[src/hw/rtl/skf_pkg.sv]
package skf_pkg;

  // Number of fraction bits in estimate, variance, noises and gain.
  localparam int FRAC_BITS = 16;

  localparam int CFG_IDX_W = 2;
  localparam int GAIN_W    = FRAC_BITS + 1;
  localparam int DEN_W     = 33;
  localparam int REM_W     = DEN_W + 1;
  localparam int INNOV_W   = 33;
  localparam int DPROD_W   = INNOV_W + GAIN_W + 1;
  localparam int VPROD_W   = 32 + GAIN_W;
  localparam int DELTA_W   = DPROD_W - FRAC_BITS;
  localparam int WIDE_W    = 48;
  localparam int DIV_STEPS = FRAC_BITS + 1;
  localparam int CNT_W     = $clog2(DIV_STEPS);

  localparam logic [GAIN_W-1:0] GAIN_ONE = GAIN_W'(1) << FRAC_BITS;
  localparam logic [FRAC_BITS-1:0] FRAC_MASK = '1;

  localparam logic signed [15:0] RST_INIT_EST = 16'sd0;
  localparam logic [31:0] RST_INIT_VAR = 32'd65536;
  localparam logic [31:0] RST_PROC_NOISE = 32'd655;
  localparam logic [31:0] RST_MEAS_NOISE = 32'd65536;

  typedef enum logic [CFG_IDX_W-1:0] {
    REG_INIT_EST   = 2'd0,
    REG_INIT_VAR   = 2'd1,
    REG_PROC_NOISE = 2'd2,
    REG_MEAS_NOISE = 2'd3
  } cfg_reg_t;

  typedef struct packed {
    logic capture;
    logic pred;
    logic div_step;
    logic div_first;
    logic mul;
    logic upd;
    logic out_load;
    logic cfg_write;
  } skf_cmd_t;

  function automatic logic signed [31:0] sat32(input logic signed [WIDE_W-1:0] v);
    logic signed [WIDE_W-1:0] hi;
    logic signed [WIDE_W-1:0] lo;
    hi = {{(WIDE_W-31){1'b0}}, {31{1'b1}}};
    lo = {{(WIDE_W-31){1'b1}}, 31'd0};
    if (v > hi) begin
      return 32'sh7FFFFFFF;
    end else if (v < lo) begin
      return 32'sh80000000;
    end else begin
      return v[31:0];
    end
  endfunction

  function automatic logic signed [15:0] sat16(input logic signed [WIDE_W-1:0] v);
    logic signed [WIDE_W-1:0] hi;
    logic signed [WIDE_W-1:0] lo;
    hi = {{(WIDE_W-15){1'b0}}, {15{1'b1}}};
    lo = {{(WIDE_W-15){1'b1}}, 15'd0};
    if (v > hi) begin
      return 16'sh7FFF;
    end else if (v < lo) begin
      return 16'sh8000;
    end else begin
      return v[15:0];
    end
  endfunction

  // Whole units to fixed point, saturated to the signed 32-bit range.
  function automatic logic signed [31:0] scale_whole(input logic signed [15:0] x);
    logic signed [WIDE_W-1:0] w;
    w = WIDE_W'(x);
    w = w <<< FRAC_BITS;
    return sat32(w);
  endfunction

endpackage

[src/hw/rtl/scalar_kalman_filter_int16_top.sv]
// One-dimensional Kalman filter for signed 16-bit samples. Each accepted
// measurement word updates an internal estimate and error variance and yields
// one filtered word, the estimate truncated toward zero. The block works on one
// sample at a time: an accepted sample passes through the predict, divide,
// multiply, update and done states, the done state loads the output register,
// and then the next sample can be taken. Most of the time goes to the restoring
// divider forming the gain, one bit per cycle; both multiplies run in the same
// cycle. An unread result sits in the output register; a next sample is still
// accepted, but its result waits in the done state until the old word is taken.
// Configuration writes are taken while no sample is in flight, and any write
// reloads the estimate and variance from the initial values.
module scalar_kalman_filter_int16_top (
  input  logic                          clk,
  input  logic                          rst,
  input  logic                          measurement_valid,
  output logic                          measurement_stall,
  input  logic signed [15:0]            measurement,
  output logic                          filtered_valid,
  input  logic                          filtered_stall,
  output logic signed [15:0]            filtered,
  input  logic                          cfg_valid,
  output logic                          cfg_ready,
  input  logic [skf_pkg::CFG_IDX_W-1:0] cfg_index,
  input  logic [31:0]                   cfg_data
);

  skf_pkg::skf_cmd_t cmd;

  skf_ctrl u_ctrl (
    .clk               (clk),
    .rst               (rst),
    .measurement_valid (measurement_valid),
    .measurement_stall (measurement_stall),
    .filtered_valid    (filtered_valid),
    .filtered_stall    (filtered_stall),
    .cfg_valid         (cfg_valid),
    .cfg_ready         (cfg_ready),
    .cmd               (cmd)
  );

  skf_datapath u_datapath (
    .clk         (clk),
    .rst         (rst),
    .cmd         (cmd),
    .cfg_index   (cfg_index),
    .cfg_data    (cfg_data),
    .measurement (measurement),
    .filtered    (filtered)
  );

endmodule

[src/hw/rtl/skf_datapath.sv]
module skf_datapath (
  input  logic                              clk,
  input  logic                              rst,
  input  skf_pkg::skf_cmd_t                 cmd,
  input  logic [skf_pkg::CFG_IDX_W-1:0]     cfg_index,
  input  logic [31:0]                       cfg_data,
  input  logic signed [15:0]                measurement,
  output logic signed [15:0]                filtered
);

  logic signed [15:0] init_est;
  logic [31:0]        init_var;
  logic [31:0]        proc_noise;
  logic [31:0]        meas_noise;
  logic signed [15:0] init_est_next;
  logic [31:0]        init_var_next;

  logic signed [31:0] estimate;
  logic [31:0]        variance;
  logic signed [31:0] estimate_next;
  logic [31:0]        variance_next;

  logic signed [15:0]                   meas_q;
  logic [31:0]                          p_q;
  logic [skf_pkg::DEN_W-1:0]            den_q;
  logic signed [skf_pkg::INNOV_W-1:0]   innov_q;
  logic [skf_pkg::REM_W-1:0]            rem;
  logic [skf_pkg::GAIN_W-1:0]           quo;
  logic signed [skf_pkg::DPROD_W-1:0]   dprod;
  logic [skf_pkg::VPROD_W-1:0]          vprod;

  logic [32:0]                          p_sum;
  logic [31:0]                          p_sat;
  logic [skf_pkg::DEN_W-1:0]            den;
  logic signed [31:0]                   m_scaled;
  logic signed [skf_pkg::INNOV_W-1:0]   innov;
  logic [skf_pkg::REM_W-1:0]            shifted;
  logic                                 ge;
  logic [skf_pkg::GAIN_W-1:0]           gain;
  logic signed [skf_pkg::GAIN_W:0]      gain_s;
  logic [skf_pkg::GAIN_W-1:0]           one_minus;
  logic signed [skf_pkg::DPROD_W-1:0]   dbias;
  logic signed [skf_pkg::DPROD_W-1:0]   dsum;
  logic signed [skf_pkg::DELTA_W-1:0]   delta;
  logic signed [skf_pkg::WIDE_W-1:0]    est_sum;
  logic signed [skf_pkg::WIDE_W-1:0]    ebias;
  logic signed [skf_pkg::WIDE_W-1:0]    est_whole;

  // Reload uses the value being written in the same cycle.
  always_comb begin
    init_est_next = init_est;
    init_var_next = init_var;
    if (skf_pkg::cfg_reg_t'(cfg_index) == skf_pkg::REG_INIT_EST) begin
      init_est_next = cfg_data[15:0];
    end
    if (skf_pkg::cfg_reg_t'(cfg_index) == skf_pkg::REG_INIT_VAR) begin
      init_var_next = cfg_data;
    end
  end

  // Predict: saturating variance sum, gain denominator and innovation.
  always_comb begin
    p_sum    = {1'b0, variance} + {1'b0, proc_noise};
    p_sat    = p_sum[32] ? '1 : p_sum[31:0];
    den      = {1'b0, p_sat} + {1'b0, meas_noise};
    m_scaled = skf_pkg::scale_whole(meas_q);
    innov    = skf_pkg::INNOV_W'(m_scaled) - skf_pkg::INNOV_W'(estimate);
  end

  // One restoring division step per cycle. The first step compares the
  // unshifted numerator, which yields the integer bit of the gain.
  always_comb begin
    shifted = cmd.div_first ? {2'b00, p_q} : {rem[skf_pkg::REM_W-2:0], 1'b0};
    ge      = shifted >= {1'b0, den_q};
  end

  always_comb begin
    gain      = (den_q == '0) ? '0 : quo;
    gain_s    = {1'b0, gain};
    one_minus = skf_pkg::GAIN_ONE - gain;
  end

  // Correction: truncate the scaled product toward zero, then saturate.
  always_comb begin
    dbias = dprod[skf_pkg::DPROD_W-1]
          ? skf_pkg::DPROD_W'({1'b0, skf_pkg::FRAC_MASK}) : '0;
    dsum  = dprod + dbias;
    delta = dsum[skf_pkg::DPROD_W-1:skf_pkg::FRAC_BITS];
    est_sum = skf_pkg::WIDE_W'(estimate) + skf_pkg::WIDE_W'(delta);
    estimate_next = skf_pkg::sat32(est_sum);
    variance_next = vprod[skf_pkg::FRAC_BITS +: 32];
  end

  always_comb begin
    ebias = estimate[31] ? skf_pkg::WIDE_W'({1'b0, skf_pkg::FRAC_MASK}) : '0;
    est_whole = (skf_pkg::WIDE_W'(estimate) + ebias) >>> skf_pkg::FRAC_BITS;
  end

  always_ff @(posedge clk) begin
    if (rst) begin
      init_est   <= skf_pkg::RST_INIT_EST;
      init_var   <= skf_pkg::RST_INIT_VAR;
      proc_noise <= skf_pkg::RST_PROC_NOISE;
      meas_noise <= skf_pkg::RST_MEAS_NOISE;
      estimate   <= skf_pkg::scale_whole(skf_pkg::RST_INIT_EST);
      variance   <= skf_pkg::RST_INIT_VAR;
    end else if (cmd.cfg_write) begin
      case (skf_pkg::cfg_reg_t'(cfg_index))
        skf_pkg::REG_INIT_EST:   init_est   <= init_est_next;
        skf_pkg::REG_INIT_VAR:   init_var   <= init_var_next;
        skf_pkg::REG_PROC_NOISE: proc_noise <= cfg_data;
        skf_pkg::REG_MEAS_NOISE: meas_noise <= cfg_data;
        default: ;
      endcase
      estimate <= skf_pkg::scale_whole(init_est_next);
      variance <= init_var_next;
    end else if (cmd.upd) begin
      estimate <= estimate_next;
      variance <= variance_next;
    end
  end

  always_ff @(posedge clk) begin
    if (cmd.capture) begin
      meas_q <= measurement;
    end
    if (cmd.pred) begin
      p_q     <= p_sat;
      den_q   <= den;
      innov_q <= innov;
    end
    if (cmd.div_step) begin
      rem <= ge ? (shifted - skf_pkg::REM_W'(den_q)) : shifted;
      quo <= {quo[skf_pkg::GAIN_W-2:0], ge};
    end
    if (cmd.mul) begin
      dprod <= innov_q * gain_s;
      vprod <= p_q * one_minus;
    end
    if (cmd.out_load) begin
      filtered <= skf_pkg::sat16(est_whole);
    end
  end

endmodule

[src/hw/rtl/skf_ctrl.sv]
module skf_ctrl (
  input  logic              clk,
  input  logic              rst,
  input  logic              measurement_valid,
  output logic              measurement_stall,
  output logic              filtered_valid,
  input  logic              filtered_stall,
  input  logic              cfg_valid,
  output logic              cfg_ready,
  output skf_pkg::skf_cmd_t cmd
);

  typedef enum logic [5:0] {
    S_IDLE = 6'b000001,
    S_PRED = 6'b000010,
    S_DIV  = 6'b000100,
    S_MUL  = 6'b001000,
    S_UPD  = 6'b010000,
    S_DONE = 6'b100000
  } state_t;

  state_t                    state;
  state_t                    state_next;
  logic [skf_pkg::CNT_W-1:0] cnt;
  logic [skf_pkg::CNT_W-1:0] cnt_next;
  logic                      div_last;
  logic                      filtered_valid_next;

  assign div_last          = cnt == skf_pkg::CNT_W'(skf_pkg::DIV_STEPS - 1);
  assign measurement_stall = state != S_IDLE;
  assign cfg_ready         = state == S_IDLE;

  always_comb begin
    state_next    = state;
    cnt_next      = '0;
    cmd           = '0;
    cmd.cfg_write = cfg_valid && cfg_ready;
    case (state)
      S_IDLE: begin
        if (measurement_valid) begin
          cmd.capture = 1'b1;
          state_next  = S_PRED;
        end
      end
      S_PRED: begin
        cmd.pred   = 1'b1;
        state_next = S_DIV;
      end
      S_DIV: begin
        cmd.div_step  = 1'b1;
        cmd.div_first = cnt == '0;
        if (div_last) begin
          state_next = S_MUL;
        end else begin
          cnt_next = cnt + 1'b1;
        end
      end
      S_MUL: begin
        cmd.mul    = 1'b1;
        state_next = S_UPD;
      end
      S_UPD: begin
        cmd.upd    = 1'b1;
        state_next = S_DONE;
      end
      S_DONE: begin
        // The result register is free once its previous word has been taken.
        if (!filtered_valid || !filtered_stall) begin
          cmd.out_load = 1'b1;
          state_next   = S_IDLE;
        end
      end
      default: begin
        state_next = S_IDLE;
      end
    endcase
  end

  always_comb begin
    filtered_valid_next = filtered_valid;
    if (cmd.out_load) begin
      filtered_valid_next = 1'b1;
    end else if (filtered_valid && !filtered_stall) begin
      filtered_valid_next = 1'b0;
    end
  end

  always_ff @(posedge clk) begin
    if (rst) begin
      state          <= S_IDLE;
      cnt            <= '0;
      filtered_valid <= 1'b0;
    end else begin
      state          <= state_next;
      cnt            <= cnt_next;
      filtered_valid <= filtered_valid_next;
    end
  end

endmodule

[config.mk]
export PLATFORM = sky130hd
export DESIGN_NAME = scalar_kalman_filter_int16_top
export DESIGN_NICKNAME = d
export VERILOG_FILES = /design/src/hw/rtl/skf_pkg.sv /design/src/hw/rtl/scalar_kalman_filter_int16_top.sv /design/src/hw/rtl/skf_datapath.sv /design/src/hw/rtl/skf_ctrl.sv
export SDC_FILE = /design/constraint.sdc
export NUM_CORES = 2
export LEC_CHECK = 0
export BUFFER_PORTS_ARGS = -buffer_cell sky130_fd_sc_hd__buf_2
export CAP_MARGIN = 25
export CORE_MARGIN = 8
export CORE_UTILIZATION = 50
export CTS_BUF_LIST = sky130_fd_sc_hd__clkbuf_4
export DETAILED_ROUTE_END_ITERATION = 16
export PLACE_DENSITY = 0.64
export REMOVE_ABC_BUFFERS = 1
export SLEW_MARGIN = 15
export SYNTH_ARGS = -nofsm -noshare
export SYNTH_HDL_FRONTEND = slang
export SYNTH_SLANG_ARGS = --single-unit
[constraint.sdc]
create_clock -name clk -period 16.1 [get_ports clk]
set_input_delay 1.61 -clock clk [delete_from_list [all_inputs] [get_ports clk]]
set_output_delay 1.61 -clock clk [all_outputs]
set_load 0.1 [all_outputs]
After elaboration in Yosys (flattened, before gate mapping)
Cells that the tools add are included.
{ "totals": {"reg_bits": 467, "in_bits": 55} }
{ "classes": {"add_sub_neg": 9, "mul": 2, "magnitude_cmp": 9, "n_eq_ne": 14, "n_mux": 33, "n_bitwise": 1, "n_reduce_logical": 16} }
{ "ops": {"columns": ["operator", "n"], "rows": [
  ["$mux 32", 12],
  ["$add 32x32->33", 2],
  ["$gt 32x32->1 const B", 2],
  ["$lt 32x32->1 const B", 2],
  ["$mux 16", 4],
  ["$add 51x17->51", 1],
  ["$mul 33x18->51", 1],
  ["$gt 48x32->1 const B", 1],
  ["$lt 48x32->1 const B", 1],
  ["$mul 32x17->48", 1],
  ["$add 32x35->36", 1],
  ["$pmux 6 s6", 1],
  ["$ge 34x33->1", 1],
  ["$mux 34", 1],
  ["$add 32x17->33", 1],
  ["$logic_not 33->1", 1],
  ["$mux 33", 1],
  ["$sub 32x32->33", 1],
  ["$sub 33x33->33", 1],
  ["$gt 32x16->1 const B", 1],
  ["$lt 32x16->1 const B", 1],
  ["$mux 6", 3],
  ["$mux 17", 1],
  ["$sub 17x17->17 const A", 1],
  ["other kinds (25)", 41]
]} }

Depth between registers and ports, before layout
{ "logic_depth": {"depth_word": 8, "ltp_mapped": 40, "mapped_depth_nobuf": 34} }

By module
Synthesis repeated with hierarchy kept, for this count alone.
{ "hier_totals": {"cells_unflattened": 6846, "area_unflattened_um2": 61740.5} }
{ "by_module_without_submodules": {"columns": ["module", "n_inst", "cells_each", "area_each_um2", "seq_area_each_um2"], "rows": [
  ["skf_datapath", 1, 6766, 61009.8, 11421.0],
  ["skf_ctrl", 1, 80, 730.7, 240.2]
]} }

Worst setup path after synthesis
Ideal clock, no wire load.
{ "synth_path": {"kind": "reg-to-reg", "from": "register u_datapath.den_q[31] (netlist name)", "to": "register u_datapath.vprod[47] (netlist name) (data pin)", "arrival_ns": 8.505, "path_slack_ns": 7.336, "path_stages_with_launch": 37, "n_path_buf": 6, "period_less_slack_ns": 8.764, "path_cell_list": "edfxtp_1 > nor4_1 > nand4_1 > or3_1 > clkbuf_1 > and2_1 > clkbuf_1 > clkbuf_1 > clkbuf_1 > inv_1 > ha_1 > clkbuf_1 > mux2_2 > a22oi_1 > clkbuf_1 > nand2_1 > fa_1 > inv_1 > fa_1 > inv_1 > fa_1 > inv_1 > fa_1 > fa_1 > inv_1 > fa_1 > inv_1 > ha_1 > nand3_1 > a211o_1 > nor2_1 > o21ai_0 > a31o_2 > o31ai_1 > a211oi_1 > o21bai_1 > xnor2_1"} }
{ "synth_via": {"elab_chain_len": 4} }
{ "synth_rtl": {"columns": ["item", "line_no", "text"], "rows": [
  ["start, declared", "skf_datapath.sv:25", "logic [skf_pkg::DEN_W-1:0] den_q;"],
  ["start signal, assigned", "skf_datapath.sv:129", "den_q <= den;"],
  ["$logic_not 33->1", "skf_datapath.sv:78", "gain = (den_q == '0) ? '0 : quo;"],
  ["$mux 17", "skf_datapath.sv:78", null],
  ["$sub 17x17->17", "skf_datapath.sv:80", "one_minus = skf_pkg::GAIN_ONE - gain;"],
  ["$mul 32x17->48", "skf_datapath.sv:138", "vprod <= p_q * one_minus;"],
  ["end signal, assigned", "skf_datapath.sv:138", null],
  ["end, declared", "skf_datapath.sv:30", "logic [skf_pkg::VPROD_W-1:0] vprod;"]
]} }
No other way between the ends.
A chain may end at the register's enable or synchronous reset.

Worst setup path in the final report
{ "layout_path": {"from": "register u_datapath.den_q[1] (netlist name)", "to": "register u_datapath.dprod[40] (netlist name) (data pin)"} }
{ "layout_via": {"elab_chain_len": 3} }
{ "layout_rtl": {"columns": ["item", "line_no", "text"], "rows": [
  ["$logic_not 33->1", "skf_datapath.sv:78", null],
  ["$mux 17", "skf_datapath.sv:78", null],
  ["$mul 33x18->51", "skf_datapath.sv:137", "dprod <= innov_q * gain_s;"],
  ["end signal, assigned", "skf_datapath.sv:137", null],
  ["end, declared", "skf_datapath.sv:29", "logic signed [skf_pkg::DPROD_W-1:0] dprod;"]
]} }
No other way between the ends.

==> results.sh <==
export IMPL_run_status="finished clean"
export IMPL_hold_viol=0
export IMPL_hold_slack_ns=0.455
export IMPL_cts_root_buf="clkbuf_4"
export IMPL_wirelength_um=177000
export IMPL_tightest_slew_ns=1.22
export IMPL_dieArea_um2=135000
export IMPL_layout_drive_gt1_share_pct=7.00
export IMPL_fin_util_pct=53.0
export IMPL_skew_ns=0.0840
export IMPL_ys_flop_type="edfxtp_1"
export IMPL_cts_sinks=451
export IMPL_relSlewSlack_pct=18.1
export IMPL_finalMaxSlewViolations=0
export IMPL_grt_pass1_vias=49700
export IMPL_synth_cell_type_count=92
export IMPL_end_kind="flip-flop"
export IMPL_path_max_fanout=103
export IMPL_areaGrowthSynthToFinish_pct=5.59
export IMPL_cap_violations=0
export IMPL_antenna_found_initial=17
export IMPL_cts_repair_resized=0
export IMPL_synth_seq_cells=451
export IMPL_nets=8308
export IMPL_post_cts_setup_buffers=0
export IMPL_rows=129
export IMPL_synth_edff_count=263
export IMPL_yosysSeqAreaShare_pct=18.9
export IMPL_async_flop_share_pct=0
export IMPL_path_class="reg2reg"
export IMPL_worstSkewPairLatency_ns=0.96
export IMPL_hp_class="reg2reg"
export IMPL_min_period_ns=10.26
export IMPL_path_clk_slew_ns=0.07
export IMPL_post_route_period_util_pct=63.7
export IMPL_gp_congestion=0.909
export IMPL_required_ns=16.78
export IMPL_tritoncts="done"
export IMPL_wire_per_inst_um=20.6
export IMPL_route_vias_total=48700
export IMPL_yosysWarnings=0
export IMPL_crit_slowest_cell="buf_4"
export IMPL_portBuffers=73
export IMPL_ioPinCount=74
export IMPL_synth_cells=6898
export IMPL_drt_iter0_markers=3949
export IMPL_cp_start_kind="flip-flop"
export IMPL_grt_overflow=0
export IMPL_ant_nets=0
export IMPL_grt_max_degree=104
export IMPL_cp_common_cell="fa_1"
export IMPL_drt_pass1_iterations=6
export IMPL_cts_buffers=118
export IMPL_drc=0
export IMPL_hold_buffers=0
export IMPL_cp_slowest_stage_delay_ns=0.79
export IMPL_vias_per_cell=5.68
export IMPL_setup_tns_ns=0
export IMPL_coreArea_um2=123000
export IMPL_setup_viol=0
export IMPL_die_w_um=367
export IMPL_htreeDepth=3
export IMPL_max_freq_ghz=0.0975
export IMPL_grt_usage_pct=26.1
export IMPL_clockBufferDepth=3
export IMPL_rsz0062_at_grt="no"
export IMPL_synth_area_um2=61800
export IMPL_arrival_ns=10.94
export IMPL_die_h_um=367
export IMPL_dp_hpwl_um=132000
export IMPL_avgSynthCellArea_um2=8.95
export IMPL_grt_pass1_wl_um=281000
export IMPL_start_util_pct=50.1
[cell usage in the layout, fill, tap and decap left out, types with 25 or more instances in the layout]
master / Yosys / final
inv_1: 1260 / 1257
nand2_1: 1163 / 1163
fa_1: 986 / 986
ha_1: 419 / 418
a21oi_1: 367 / 367
and3_1: 297 / 297
edfxtp_1: 263 / 263
nor2_1: 247 / 244
dfxtp_1: 188 / 188
xnor2_1: 182 / 179
clkbuf_4: 0 / 173
and2_1: 130 / 126
o21ai_0: 120 / 118
buf_4: 1 / 91
a21o_1: 89 / 89
nand3_1: 78 / 78
xor2_1: 76 / 74
buf_2: 5 / 73
mux2_2: 59 / 59
nor3_1: 47 / 47
nand4_1: 41 / 41
o21a_1: 39 / 39
nand2b_1: 37 / 37
nor2b_1: 33 / 33
o22ai_1: 34 / 33
a31oi_1: 30 / 30
clkinv_1: 0 / 29
o21bai_1: 25 / 25
[flip-flops by register name (all words and copies together), names as in the netlist, 33 cells and up]
signal              count
u_datapath.innov_q     33
u_datapath.den_q       33
u_datapath.rem         33
u_datapath.dprod       51
[per-layer routing]
metal | part of all wire [%] | track usage [%]
met1 | 43 | 36.9
met3 | 8.5 | 4.62
met2 | 46 | 41.6
met4 | 2.5 | 6.58
met5 | 0.015 | 0
[synth_stat cells, types with 78 or more instances]
master	n	share of area, %
nand3_1	78	0.63
and2_1	130	1.3
xnor2_1	182	2.6
fa_1	986	32
o21ai_0	120	0.97
clkbuf_1	324	2.0
edfxtp_1	263	13
ha_1	419	8.5
a21o_1	89	1.1
a21oi_1	367	3.0
and3_1	297	3.0
inv_1	1260	7.7
nand2_1	1163	7.1
dfxtp_1	188	6.1
nor2_1	247	1.5
[kinds of logic (layout without fill, tap and decap cells)]
kind of cell	count (synthesis)	after routing	share of synthesized area [%]
XOR/XNOR	258	258	3.66
AO/OA/AOI/OAI	932	932	9.68
flip-flops	451	451	18.9
multiplexers	69	69	1.24
other	0	5	0
adder cells (fa/ha/maj)	1405	1405	40.4
buffers and inverters	1596	1640	9.73
AND/OR/NAND/NOR	2187	2187	16.4
[final timing paths]
check / end / cells after the start / startpoint / slack, ns
setup / recovery: u_datapath.dprod[40]$_DFFE_PN_ / 30 / u_datapath.den_q[1]$_DFFE_PP_ / 5.84
hold / removal: u_datapath.init_var[30]$_SDFFE_PP0P_ / 2 / u_datapath.init_var[30]$_SDFFE_PP0P_ / 0.46
setup reg to reg: u_datapath.dprod[40]$_DFFE_PN_ / 30 / u_datapath.den_q[1]$_DFFE_PP_ / 5.84
hold reg to reg: u_datapath.init_var[30]$_SDFFE_PP0P_ / 2 / u_datapath.init_var[30]$_SDFFE_PP0P_ / 0.46
[worst max-delay path: cells and delay by family, from the launching register on]
family	cells	cell delay (ns)
flip-flops	1	0.40
AND/OR/NAND/NOR	8	2.06
AO/OA/AOI/OAI	6	1.79
XOR/XNOR	1	0.17
adder cells (fa/ha/maj)	7	3.34
buffers and inverters	8	2.07
[per-stage QoR]
stage               setup WS [ns]  instances  instance area (um2)
floorplan                    3.49       6562                60500
global placement             6.14       8360                63600
detailed placement           5.97       8362                63700
CTS                          5.92       8576                65200
global route                 5.11       8582                65200
finish                       5.84       8584                65200
[area by class of cell]
cell class                      instances  area (um2)
Fill cell                           11400       57900
Multi-Input combinational cell       4851       44200
Sequential cell                       451       11700
Inverter                             1260        4730
Tap cell                             1637        2050
Clock buffer                          173        1300
Timing Repair Buffer                  166        1070
Clock inverter                         41         205
Antenna cell                            5        12.5
Power is left out: the tool's default activity adds up to more than one toggle a clock period on the data nets, which glitch-free logic cannot reach.
